===== config.mk =====
export PLATFORM = sky130hd
export DESIGN_NAME = thresholded_spot_centroid
export DESIGN_NICKNAME = d
export VERILOG_FILES = /design/src/design/tsc_pkg.sv /design/src/design/tsc_front.sv /design/src/design/tsc_queue.sv /design/src/design/tsc_div.sv /design/src/design/tsc_back.sv /design/src/design/thresholded_spot_centroid.sv
export SDC_FILE = /design/constraint.sdc
export NUM_CORES = 2
export LEC_CHECK = 0
export BUFFER_PORTS_ARGS = -buffer_cell sky130_fd_sc_hd__buf_2
export CAP_MARGIN = 20
export CORE_UTILIZATION = 30
export CTS_CLUSTER_SIZE = 24
export DETAILED_ROUTE_END_ITERATION = 7
export PLACE_DENSITY = 0.44
export SYNTH_ARGS = -nofsm -noshare
export SYNTH_HDL_FRONTEND = slang
export SYNTH_HIERARCHICAL = 1
export SYNTH_SLANG_ARGS = --single-unit

===== constraint.sdc =====
create_clock -name aclk -period 5.8 [get_ports aclk]
set_input_delay 0.87 -clock aclk [delete_from_list [all_inputs] [get_ports aclk]]
set_output_delay 0.87 -clock aclk [all_outputs]
set_load 0.02 [all_outputs]

===== src/design/tsc_pkg.sv =====
// Shared types and constants for the thresholded spot centroid.
// No dependencies.
`default_nettype none

package tsc_pkg;

    localparam int PIX_W      = 16;   // raw pixel
    localparam int POS_W      = 5;    // column / row tag
    localparam int WIN_W      = 6;    // window size field
    localparam int SUB_W      = 12;   // subaperture index
    localparam int THR_W      = 20;   // threshold in 1/16 counts
    localparam int WGT_W      = 27;   // kept pixel sum
    localparam int MOM_W      = 32;   // x / y moments
    localparam int CENT_W     = 13;   // centroid, Q5.8
    localparam int FRAC_BITS  = 8;
    localparam int MAX_WINDOW = 32;
    localparam int DATA_W     = 32;   // config bus data

    localparam logic [CENT_W-1:0] CENT_MAX = {CENT_W{1'b1}};
    localparam logic [WGT_W-1:0]  WGT_MAX  = {WGT_W{1'b1}};
    localparam logic [MOM_W-1:0]  MOM_MAX  = {MOM_W{1'b1}};

    // Register index codes
    localparam logic REG_THRESHOLD = 1'b0;

    // One finished window, handed from front to back
    typedef struct packed {
        logic [SUB_W-1:0] subap;
        logic [PIX_W-1:0] peak;
        logic [MOM_W-1:0] x_moment;
        logic [MOM_W-1:0] y_moment;
        logic [WGT_W-1:0] weight;
        logic [WIN_W-1:0] win_width;
        logic [WIN_W-1:0] win_height;
        logic             spot;
    } job_t;

endpackage

`default_nettype wire


===== src/design/tsc_front.sv =====
// Front end: per-pixel peak tracking and thresholded moment accumulation.
// Depends on tsc_pkg.
`default_nettype none

module tsc_front (
    input  wire logic                      aclk,
    input  wire logic                      aresetn,
    input  wire logic                      accept,
    input  wire logic [tsc_pkg::PIX_W-1:0] pixel_value,
    input  wire logic [tsc_pkg::POS_W-1:0] col,
    input  wire logic [tsc_pkg::POS_W-1:0] row,
    input  wire logic [tsc_pkg::WIN_W-1:0] win_width,
    input  wire logic [tsc_pkg::WIN_W-1:0] win_height,
    input  wire logic [tsc_pkg::SUB_W-1:0] subap_index,
    input  wire logic                      last_pixel,
    input  wire logic [tsc_pkg::THR_W-1:0] threshold,
    output logic                           push,
    output tsc_pkg::job_t                  job
);

    logic [tsc_pkg::PIX_W-1:0] peak_reg, peak_next;
    logic [tsc_pkg::WGT_W-1:0] weight_reg, weight_next;
    logic [tsc_pkg::MOM_W-1:0] xm_reg, xm_next;
    logic [tsc_pkg::MOM_W-1:0] ym_reg, ym_next;

    logic                                keep;
    logic [tsc_pkg::WGT_W:0]             wsum;
    logic [tsc_pkg::PIX_W+tsc_pkg::POS_W-1:0] xprod, yprod;
    logic [tsc_pkg::MOM_W:0]             xsum, ysum;

    always_comb begin
        peak_next = (pixel_value > peak_reg) ? pixel_value : peak_reg;
        keep  = {pixel_value, 4'b0} >= threshold;
        xprod = pixel_value * col;
        yprod = pixel_value * row;
        wsum  = {1'b0, weight_reg} + (tsc_pkg::WGT_W+1)'(pixel_value);
        xsum  = {1'b0, xm_reg} + (tsc_pkg::MOM_W+1)'(xprod);
        ysum  = {1'b0, ym_reg} + (tsc_pkg::MOM_W+1)'(yprod);
        weight_next = weight_reg;
        xm_next     = xm_reg;
        ym_next     = ym_reg;
        if (keep) begin
            // saturating accumulate
            weight_next = wsum[tsc_pkg::WGT_W] ? tsc_pkg::WGT_MAX : wsum[tsc_pkg::WGT_W-1:0];
            xm_next     = xsum[tsc_pkg::MOM_W] ? tsc_pkg::MOM_MAX : xsum[tsc_pkg::MOM_W-1:0];
            ym_next     = ysum[tsc_pkg::MOM_W] ? tsc_pkg::MOM_MAX : ysum[tsc_pkg::MOM_W-1:0];
        end
    end

    assign push            = accept && last_pixel;
    assign job.subap       = subap_index;
    assign job.peak        = peak_next;
    assign job.x_moment    = xm_next;
    assign job.y_moment    = ym_next;
    assign job.weight      = weight_next;
    assign job.win_width   = win_width;
    assign job.win_height  = win_height;
    assign job.spot        = ({peak_next, 4'b0} > threshold) && (weight_next != '0);

    always_ff @(posedge aclk) begin
        if (!aresetn) begin
            peak_reg   <= '0;
            weight_reg <= '0;
            xm_reg     <= '0;
            ym_reg     <= '0;
        end else if (accept) begin
            if (last_pixel) begin
                peak_reg   <= '0;
                weight_reg <= '0;
                xm_reg     <= '0;
                ym_reg     <= '0;
            end else begin
                peak_reg   <= peak_next;
                weight_reg <= weight_next;
                xm_reg     <= xm_next;
                ym_reg     <= ym_next;
            end
        end
    end

endmodule

`default_nettype wire


===== src/design/tsc_queue.sv =====
// Short job queue between front and back ends.
// Depends on tsc_pkg.
`default_nettype none

module tsc_queue #(
    parameter int DEPTH = 4
) (
    input  wire logic          aclk,
    input  wire logic          aresetn,
    input  wire logic          push,
    input  wire tsc_pkg::job_t push_job,
    output logic               full,
    input  wire logic          pop,
    output logic               not_empty,
    output tsc_pkg::job_t      head
);

    localparam int PTR_W = (DEPTH > 1) ? $clog2(DEPTH) : 1;
    localparam int CNT_W = $clog2(DEPTH + 1);

    tsc_pkg::job_t    slots_reg [DEPTH];
    logic [PTR_W-1:0] wr_ptr_reg, rd_ptr_reg;
    logic [CNT_W-1:0] count_reg;

    assign full      = (count_reg == CNT_W'(DEPTH));
    assign not_empty = (count_reg != '0);
    assign head      = slots_reg[rd_ptr_reg];

    always_ff @(posedge aclk) begin
        if (push && !full) begin
            slots_reg[wr_ptr_reg] <= push_job;
        end
    end

    always_ff @(posedge aclk) begin
        if (!aresetn) begin
            wr_ptr_reg <= '0;
            rd_ptr_reg <= '0;
            count_reg  <= '0;
        end else begin
            if (push && !full) begin
                wr_ptr_reg <= (wr_ptr_reg == PTR_W'(DEPTH - 1)) ? '0 : wr_ptr_reg + 1'b1;
            end
            if (pop && not_empty) begin
                rd_ptr_reg <= (rd_ptr_reg == PTR_W'(DEPTH - 1)) ? '0 : rd_ptr_reg + 1'b1;
            end
            case ({push && !full, pop && not_empty})
                2'b10:   count_reg <= count_reg + 1'b1;
                2'b01:   count_reg <= count_reg - 1'b1;
                default: count_reg <= count_reg;
            endcase
        end
    end

endmodule

`default_nettype wire


===== src/design/tsc_div.sv =====
// Restoring divider: (moment << FRAC_BITS) / weight, one quotient bit per cycle,
// saturating at the centroid range. Depends on tsc_pkg.
`default_nettype none

module tsc_div (
    input  wire logic                       aclk,
    input  wire logic                       aresetn,
    input  wire logic                       start,
    input  wire logic [tsc_pkg::MOM_W-1:0]  dividend,
    input  wire logic [tsc_pkg::WGT_W-1:0]  divisor,
    output logic                            done,
    output logic [tsc_pkg::CENT_W-1:0]      quotient
);

    localparam int SH    = tsc_pkg::CENT_W - tsc_pkg::FRAC_BITS;
    localparam int CNT_W = $clog2(tsc_pkg::CENT_W + 1);

    logic                        busy_reg, done_reg, ovf_reg;
    logic [CNT_W-1:0]            cnt_reg;
    logic [tsc_pkg::WGT_W-1:0]   rem_reg, den_reg;
    logic [tsc_pkg::CENT_W-1:0]  bits_reg, quo_reg;

    logic [tsc_pkg::WGT_W:0]     trial, diff;
    logic                        ge;

    always_comb begin
        trial = {rem_reg, bits_reg[tsc_pkg::CENT_W-1]};
        ge    = trial >= {1'b0, den_reg};
        diff  = trial - {1'b0, den_reg};
    end

    assign done     = done_reg;
    assign quotient = ovf_reg ? tsc_pkg::CENT_MAX : quo_reg;

    always_ff @(posedge aclk) begin
        if (!aresetn) begin
            busy_reg <= 1'b0;
            done_reg <= 1'b0;
            cnt_reg  <= '0;
        end else begin
            done_reg <= 1'b0;
            if (start) begin
                busy_reg <= 1'b1;
                cnt_reg  <= '0;
                // quotient needs more than CENT_W bits: saturate
                ovf_reg  <= dividend >= {divisor, {SH{1'b0}}};
                rem_reg  <= dividend[tsc_pkg::MOM_W-1:SH];
                den_reg  <= divisor;
                bits_reg <= {dividend[SH-1:0], {tsc_pkg::FRAC_BITS{1'b0}}};
                quo_reg  <= '0;
            end else if (busy_reg) begin
                rem_reg  <= ge ? diff[tsc_pkg::WGT_W-1:0] : trial[tsc_pkg::WGT_W-1:0];
                bits_reg <= {bits_reg[tsc_pkg::CENT_W-2:0], 1'b0};
                quo_reg  <= {quo_reg[tsc_pkg::CENT_W-2:0], ge};
                cnt_reg  <= cnt_reg + 1'b1;
                if (cnt_reg == CNT_W'(tsc_pkg::CENT_W - 1)) begin
                    busy_reg <= 1'b0;
                    done_reg <= 1'b1;
                end
            end
        end
    end

endmodule

`default_nettype wire


===== src/design/tsc_back.sv =====
// Back end: takes a finished window off the queue, divides, picks the
// fallback centre when no spot, and holds the result word. Depends on tsc_pkg, tsc_div.
`default_nettype none

module tsc_back (
    input  wire logic                        aclk,
    input  wire logic                        aresetn,
    input  wire logic                        job_avail,
    input  wire tsc_pkg::job_t               job,
    output logic                             pop,
    output logic                             m_valid,
    input  wire logic                        m_ready,
    output logic [tsc_pkg::SUB_W-1:0]        res_subap,
    output logic [tsc_pkg::PIX_W-1:0]        res_peak,
    output logic [tsc_pkg::CENT_W-1:0]       res_cx,
    output logic [tsc_pkg::CENT_W-1:0]       res_cy,
    output logic                             res_spot
);

    typedef enum logic [1:0] {
        ST_IDLE,
        ST_DIV,
        ST_DONE
    } state_t;

    state_t                         state_reg;
    tsc_pkg::job_t                  job_reg;
    logic                           valid_reg;
    logic [tsc_pkg::SUB_W-1:0]      subap_reg;
    logic [tsc_pkg::PIX_W-1:0]      peak_reg;
    logic [tsc_pkg::CENT_W-1:0]     cx_reg, cy_reg;
    logic                           spot_reg;

    logic                           x_done, y_done;
    logic [tsc_pkg::CENT_W-1:0]     x_quo, y_quo;
    logic                           out_free;
    logic [tsc_pkg::CENT_W-1:0]     cx_ctr, cy_ctr;

    function automatic logic [tsc_pkg::CENT_W-1:0] win_centre(
        input logic [tsc_pkg::WIN_W-1:0] size
    );
        logic [tsc_pkg::WIN_W-1:0] sz;
        logic [tsc_pkg::WIN_W-1:0] szm1;
        begin
            sz = size;
            if (sz == '0) sz = tsc_pkg::WIN_W'(1);
            if (sz > tsc_pkg::WIN_W'(tsc_pkg::MAX_WINDOW)) sz = tsc_pkg::WIN_W'(tsc_pkg::MAX_WINDOW);
            szm1 = sz - 1'b1;
            // (size-1)/2 in Q.FRAC_BITS
            win_centre = tsc_pkg::CENT_W'({szm1, {(tsc_pkg::FRAC_BITS-1){1'b0}}});
        end
    endfunction

    assign pop      = (state_reg == ST_IDLE) && job_avail;
    assign out_free = !valid_reg || m_ready;
    assign cx_ctr   = win_centre(job_reg.win_width);
    assign cy_ctr   = win_centre(job_reg.win_height);

    tsc_div u_div_x (
        .aclk     (aclk),
        .aresetn  (aresetn),
        .start    (pop),
        .dividend (job.x_moment),
        .divisor  (job.weight),
        .done     (x_done),
        .quotient (x_quo)
    );

    tsc_div u_div_y (
        .aclk     (aclk),
        .aresetn  (aresetn),
        .start    (pop),
        .dividend (job.y_moment),
        .divisor  (job.weight),
        .done     (y_done),
        .quotient (y_quo)
    );

    assign m_valid   = valid_reg;
    assign res_subap = subap_reg;
    assign res_peak  = peak_reg;
    assign res_cx    = cx_reg;
    assign res_cy    = cy_reg;
    assign res_spot  = spot_reg;

    always_ff @(posedge aclk) begin
        if (!aresetn) begin
            state_reg <= ST_IDLE;
            valid_reg <= 1'b0;
        end else begin
            // a new word replaces the one taken at this edge
            if (state_reg == ST_DONE && out_free) begin
                valid_reg <= 1'b1;
            end else if (valid_reg && m_ready) begin
                valid_reg <= 1'b0;
            end
            case (state_reg)
                ST_IDLE: begin
                    if (job_avail) begin
                        job_reg   <= job;
                        state_reg <= ST_DIV;
                    end
                end
                ST_DIV: begin
                    // both dividers run the same fixed number of steps
                    if (x_done && y_done) begin
                        state_reg <= ST_DONE;
                    end
                end
                ST_DONE: begin
                    if (out_free) begin
                        subap_reg <= job_reg.subap;
                        peak_reg  <= job_reg.peak;
                        spot_reg  <= job_reg.spot;
                        cx_reg    <= job_reg.spot ? x_quo : cx_ctr;
                        cy_reg    <= job_reg.spot ? y_quo : cy_ctr;
                        state_reg <= ST_IDLE;
                    end
                end
                default: state_reg <= ST_IDLE;
            endcase
        end
    end

endmodule

`default_nettype wire


===== src/design/thresholded_spot_centroid.sv =====
// Thresholded centre-of-gravity spot centroid, top level.
// Path from last pixel to result word: queue, 13-step divide, output register.
// Throughput: one pixel per cycle while the job queue is not full; the back end takes one
// window at a time, paced by the bit-serial divider; the job queue absorbs bursts of short windows.
// Reset (aresetn, synchronous): accumulators, queue, threshold and result valid cleared.
// Depends on tsc_pkg, tsc_front, tsc_queue, tsc_back.
`default_nettype none

module thresholded_spot_centroid #(
    parameter int QUEUE_DEPTH = 4
) (
    input  wire logic        aclk,
    input  wire logic        aresetn,

    // Pixel stream
    input  wire logic        s_tvalid,
    output logic             s_tready,
    // [15:0] pixel_value, [20:16] col, [25:21] row, [31:26] win_width,
    // [37:32] win_height, [49:38] subap_index, [55:50] zero
    input  wire logic [55:0] s_tdata,
    input  wire logic        s_tlast,     // last_pixel

    // Result stream
    output logic             m_tvalid,
    input  wire logic        m_tready,
    // [11:0] result_subap, [27:12] peak_out, [40:28] centroid_x,
    // [53:41] centroid_y, [55:54] zero
    output logic [55:0]      m_tdata,
    output logic [0:0]       m_tuser,     // spot_valid

    // Register port
    input  wire logic        psel,
    input  wire logic        penable,
    input  wire logic        pwrite,
    input  wire logic [2:0]  paddr,
    input  wire logic [31:0] pwdata,
    output logic [31:0]      prdata,
    output logic             pready
);

    // Threshold register, 1/16 counts
    logic [tsc_pkg::THR_W-1:0] thr_reg;
    logic                      reg_sel;

    assign pready  = 1'b1;
    assign reg_sel = paddr[2] == tsc_pkg::REG_THRESHOLD;

    always_ff @(posedge aclk) begin
        if (!aresetn) begin
            thr_reg <= '0;
        end else if (psel && penable && pwrite && pready && reg_sel) begin
            thr_reg <= pwdata[tsc_pkg::THR_W-1:0];
        end
    end

    assign prdata = reg_sel ? {{(tsc_pkg::DATA_W-tsc_pkg::THR_W){1'b0}}, thr_reg} : '0;

    // Front end: accumulate. A pixel is taken whenever the queue has room,
    // so a last pixel can always be pushed.
    logic          q_full, q_avail, push, pop, s_accept;
    tsc_pkg::job_t front_job, head_job;

    assign s_tready = !q_full;
    assign s_accept = s_tvalid && s_tready;

    tsc_front u_front (
        .aclk        (aclk),
        .aresetn     (aresetn),
        .accept      (s_accept),
        .pixel_value (s_tdata[15:0]),
        .col         (s_tdata[20:16]),
        .row         (s_tdata[25:21]),
        .win_width   (s_tdata[31:26]),
        .win_height  (s_tdata[37:32]),
        .subap_index (s_tdata[49:38]),
        .last_pixel  (s_tlast),
        .threshold   (thr_reg),
        .push        (push),
        .job         (front_job)
    );

    // Window jobs waiting for the divider
    tsc_queue #(
        .DEPTH (QUEUE_DEPTH)
    ) u_queue (
        .aclk      (aclk),
        .aresetn   (aresetn),
        .push      (push),
        .push_job  (front_job),
        .full      (q_full),
        .pop       (pop),
        .not_empty (q_avail),
        .head      (head_job)
    );

    // Back end: divide and present the result word
    logic [tsc_pkg::SUB_W-1:0]  res_subap;
    logic [tsc_pkg::PIX_W-1:0]  res_peak;
    logic [tsc_pkg::CENT_W-1:0] res_cx, res_cy;
    logic                       res_spot;

    tsc_back u_back (
        .aclk      (aclk),
        .aresetn   (aresetn),
        .job_avail (q_avail),
        .job       (head_job),
        .pop       (pop),
        .m_valid   (m_tvalid),
        .m_ready   (m_tready),
        .res_subap (res_subap),
        .res_peak  (res_peak),
        .res_cx    (res_cx),
        .res_cy    (res_cy),
        .res_spot  (res_spot)
    );

    assign m_tdata  = {2'b00, res_cy, res_cx, res_peak, res_subap};
    assign m_tuser  = res_spot;

endmodule

`default_nettype wire

After elaboration in Yosys (flattened, before gate mapping):

Memories as Yosys holds them, arrays and structs flattened. A register that Yosys moved wholly into a read port is not among the register bits.
Index checks and enable logic that the tools add are counted.

* bits in registers: 378
* memory bits (writable): 528
* input port bits: 99
* output and inout port bits: 92
* word-level logic and storage cells: 166
* memories: 1

Memories
* u_queue.slots_reg: depth 4, bits a word 132, read ports 1, clocked after Yosys merged registers in 1, wr ports 1, line tsc_queue.sv:21 `tsc_pkg::job_t slots_reg [DEPTH];`

* add/subtract/negate cells: 13
* multipliers: 2
* $lt $le $gt $ge: 9
* eq/ne operators: 12
* multiplexer cells: 53
* bitwise operators: 4
* reductions and logical operators: 33

Operators by type and width (number)
* 2-to-1 mux 27 bit: 9
* 2-to-1 mux 32 bit: 6
* 2-to-1 mux 13 bit: 10
* adder 32 x 21 -> 33 bit: 2
* greater-or-equal comparator 32 bit: 2
* greater-or-equal comparator 28 x 27 -> 1 bit: 2
* subtractor 27 bit: 2
* multiplier 16 x 5 -> 21 bit: 2
* 2-to-1 mux 16 bit: 2
* adder 27 x 16 -> 28 bit: 1
* nonzero test 27 bit: 1
* 2-to-1 mux 6 bit: 4
* greater-or-equal comparator 20 bit: 1
* greater-than comparator 20 bit: 1
* 2-to-1 mux 20 bit: 1
* greater-than comparator 16 bit: 1
* 2-to-1 mux 2 bit: 7
* greater-than comparator 6 bit, second input constant: 2
* logical AND 1 bit: 12
* logical NOT 6 bit: 2
* 2-to-1 mux 1 bit: 12
* subtractor 6 x 1 -> 6 bit, second input constant: 2
* AND reduction 3 bit: 3
* adder 4 x 1 -> 4 bit, second input constant: 2
* other kinds (19): 37

Depth between registers and ports, before layout:

* word-level depth: 7
* mapped depth: 23
* depth with buffers taken out: 21

Modules after synthesis:

Netlist, hierarchy kept.

Modules (own cells, without submodules)
* tsc_queue: instances 1, cells each 746, area an instance 19523.7 µm², seq. area each 16035.4 µm²
* tsc_front: instances 1, cells each 1771, area an instance 14154.8 µm², seq. area each 2142.1 µm²
* tsc_div at u_back.u_div_y: instances 1, cells each 568, area an instance 5634.2 µm², seq. area each 2312.2 µm²
* tsc_div at u_back.u_div_x: instances 1, cells each 563, area an instance 5556.6 µm², seq. area each 2312.2 µm²
* tsc_back: instances 1, cells each 176, area an instance 3457.1 µm², seq. area each 2942.8 µm²
* thresholded_spot_centroid: instances 1, cells each 129, area an instance 1066.0 µm², seq. area each 400.4 µm²

Worst setup path after synthesis:

OpenSTA, ideal clock, no wires.

* path kind: input to register
* start point: input port s_tdata[20]
* end point: memory u_queue/slots_reg[0][84] (netlist name), data pin
* setup time: 0.295 ns
* data arrival time: 5.128 ns
* required time: 5.505 ns
* path slack: 0.377 ns
* stages on the path: 19
* buffers on the path: 2
* path through: clkbuf_1 nand2_1 fa_1 inv_1 fa_1 inv_1 fa_1 inv_1 ha_1 a21o_1 a21o_1 a21o_1 a21o_1 a211oi_1 a21boi_1 nor2_1 clkbuf_1 nor2_1 a22oi_1

RTL lines
* start: declaration: line thresholded_spot_centroid.sv:20 `input wire logic [55:0] s_tdata,`
* end: declaration: line tsc_queue.sv:21

==> impl_metrics.toml <==
[status]
status = "completed"

[synth]
postSynthAreaPerCell_um2 = 12.5
postSynthRegisterBits = 921
yosysTopAreaCell = "edfxtp_1"
yosysSeqAreaShare = 0.529
ys_warn_count = 6
yosysMostFrequentCell = "edfxtp_1"
async_reset_ff_frac = 0
synth-edff-count = 770
ys.flop_type = "edfxtp_1"
netlist_instances = 3953
netlist_top_cells_count = "edfxtp_1 (770), inv_1 (380), nand2_1 (286), ha_1 (246), nor2_1 (202)"
synthTopCellsByArea = "edfxtp_1 (47%), ha_1 (6.2%), dfxtp_1 (6.1%)"
netlist_area_mm2 = 0.0494
ys_types = 107
synth_top_cell_area_share = 0.468

[clock_network]
cts-root-buf = "clkbuf_16"
clkSinkCount = 921
cts.path.max_buffers = 3
numCtsBuffers = 106
cts_resized = 0
cts_setup_buffers = 0
htree_levels = 3
clock_latency_ps = 750
holdBufCountCts = 0
path_clk_slew_ps = 60
cts_tree = "built"

[hold_path]
whs_endpoint = "u_queue/slots_reg[2][128]"
hold_start = "s_tdata[46]"
hold_depth = 1
min_path_type = "in2reg"

[critical_path]
criticalPathCategory = "in2reg"
reg2reg_slack_ps = 980
cp.arrival_ps = 5530
worstRegToRegCells = 17
crit_path_start_kind = "primary input"
rr_startpoint = "u_front/ym_reg[9]"
r2r-end = "u_queue/slots_reg[2][67]"
worst_ep_required_time_ps = 6280
crit_path_end_kind = "flop"
worst-path-max-fanout = 11

[cells_and_area]
largest_reg_flops = 528
multi_input_area_mm2 = 0.0208
syn_to_final_growth_pct = 14.9
n_fill_cell = 16000
antenna_cells = 0
fin_cells = 6463
fin_nets = 4674
stdcell_area_mm2 = 0.0568
seq_area_mm2 = 0.0262
post-route-util = 0.348
drive_gt1_frac = 0.178

[sta]
finalSetupViolations = 0
relSlewSlack = 0.344
worstMarginPinSlew_ps = 980
rsz0062_at_grt = "false"
period_share = 0.870
post-route-min-period_ps = 5050
timing.fmax_ghz = 0.198
hold_viol = 0
drv_slew = 0
fin_skew_ps = 80.7
fin_ws_ps = 751

[power_and_ir_drop]
p_seq_frac = 0.370
switching_share = 0.342
clockPowerShare = 0.278
powerDensity_mw_per_mm2 = 410
p_sw_uw = 7960
power_leakage_uw = 0.0216
p_total_uw = 23300
ir_worst_vdd_uv = 313
intPower_uw = 15300
p_comb_frac = 0.352

[detailed_routing]
drtPass1Iterations = 5
avgRoutedWirePerCell_um = 20.1
postRouteAntennaNets = 0
viasPerCell = 4.80
vias = 31000
drc = 0
wirelength_mm = 130
drt-initial-drc-count = 1922

[grt]
grt_overflow = 0
grt_pass1_wl_mm = 201
antenna_found_initial = 4
grt.met1_usage = 0.223
grt_max_degree = 82
grt-busiest-layer = "met2"
grt_use_met2 = 0.253
grt_util_met3 = 0.0174
grt_use_total = 0.157
first_global_vias = 31700

[floorplanning]
io_pins = 191
die_h_um = 408
die_w_um = 408
core_mm2 = 0.163
dieArea_mm2 = 0.166
num_rows = 148
initial_utilization = 0.303

[place]
placed_cell_area_mm2 = 0.0534
portBuffers = 155
dp_cells = 6270
pre_cts_ws_ps = -39.3
place_congestion = 0.794
dp_hpwl_mm = 94.7

[run]
maxCapViolCount = 0
==> cells by family (layout without fill, tap and decap cells) <==
family / count (synthesis) / after routing / share of synthesized area
AOI/OAI and AO/OA: 725 / 725 / 0.103
xor gates and xnor gates: 108 / 108 / 0.0192
other: 2 / 15 / 0.000152
DFF: 921 / 921 / 0.529
adders and majority gates: 372 / 372 / 0.113
buffers and inverters: 592 / 914 / 0.0521
muxes: 211 / 211 / 0.0773
and+or+nand+nor: 1022 / 1022 / 0.106
==> layout make-up <==
class                      count  area share
multi-input combinational   2453       0.366
clock inverter                56      0.0107
timing repair buffer         340      0.0403
tap                         2175      0.0479
clock buffer                 137      0.0490
sequential                   921       0.461
inverter                     381      0.0252
==> routing by layer <==
| metal | vias up | routed length, µm |
|---|---|---|
| li1 | 14900 | - |
| met1 | 15400 | 63200 |
| met2 | 507 | 60100 |
| met3 | 136 | 4140 |
| met4 | 0 | 2660 |
| met5 | - | 0 |
==> critical path: stages <==
cell      delay (ps)
buf_2            350
nand2_1          140
fa_1             520
inv_1             40
ha_1             310
fa_1             580
inv_1             70
fa_1             460
nor2b_1          130
o21ai_1           90
a21oi_1          210
o211ai_1         140
a21oi_1          420
o41ai_4          150
nor4_1           450
buf_4            210
nor2b_1           50
a31oi_1          310
==> metrics by stage <==
stage / TNS [ps] / hold WS [ps]
global placement: -24.6 / 401
global route: 0 / 304
finish: 0 / 339
CTS: 0 / 267
floorplan: 0 / 400
detailed placement: -157 / 406
==> cells in the final DEF, fill, tap and decap left out, types with 63 or more instances in the layout <==
master     Yosys  final
buf_2         41    155
mux4_2       132    132
a21oi_1      197    197
nor2_1       202    200
and2_1       145    140
o21ai_0       81     81
nor2b_1       71     70
xnor2_1       65     65
fa_1         126    126
nand3_1       63     63
ha_1         246    246
inv_1        380    380
a21o_1        80     80
clkbuf_16      0    106
dfxtp_1      151    149
nand2_1      286    286
buf_4         44    175
edfxtp_1     770    770
==> power by group through the flow <==
stage	Clock [µW]	Sequential, µW	Combinational (µW)
2_1_floorplan	0	8640	5730
3_3_place_gp	0	8740	8230
3_5_place_dp	0	8750	8250
4_1_cts	6700	8620	8290
5_1_grt	6930	8680	9200
6_report	6470	8610	8180
==> how the worst max path moves through the flow <==
stage | from | to | slack, ps | depth (start not counted)
finish | s_tdata[2] | u_queue/slots_reg[2][67] | 750 | 18
floorplan | s_tdata[20] | u_queue/slots_reg[0][84] | 380 | 19
detailed placement | s_tdata[2] | u_queue/slots_reg[0][67] | -40 | 18
CTS | s_tdata[2] | u_queue/slots_reg[2][67] | 700 | 18
global route | s_tdata[2] | u_queue/slots_reg[2][67] | 350 | 18
global placement | s_tdata[1] | u_queue/slots_reg[0][70] | -6 | 19
Power figures use the tool's default switching activity.
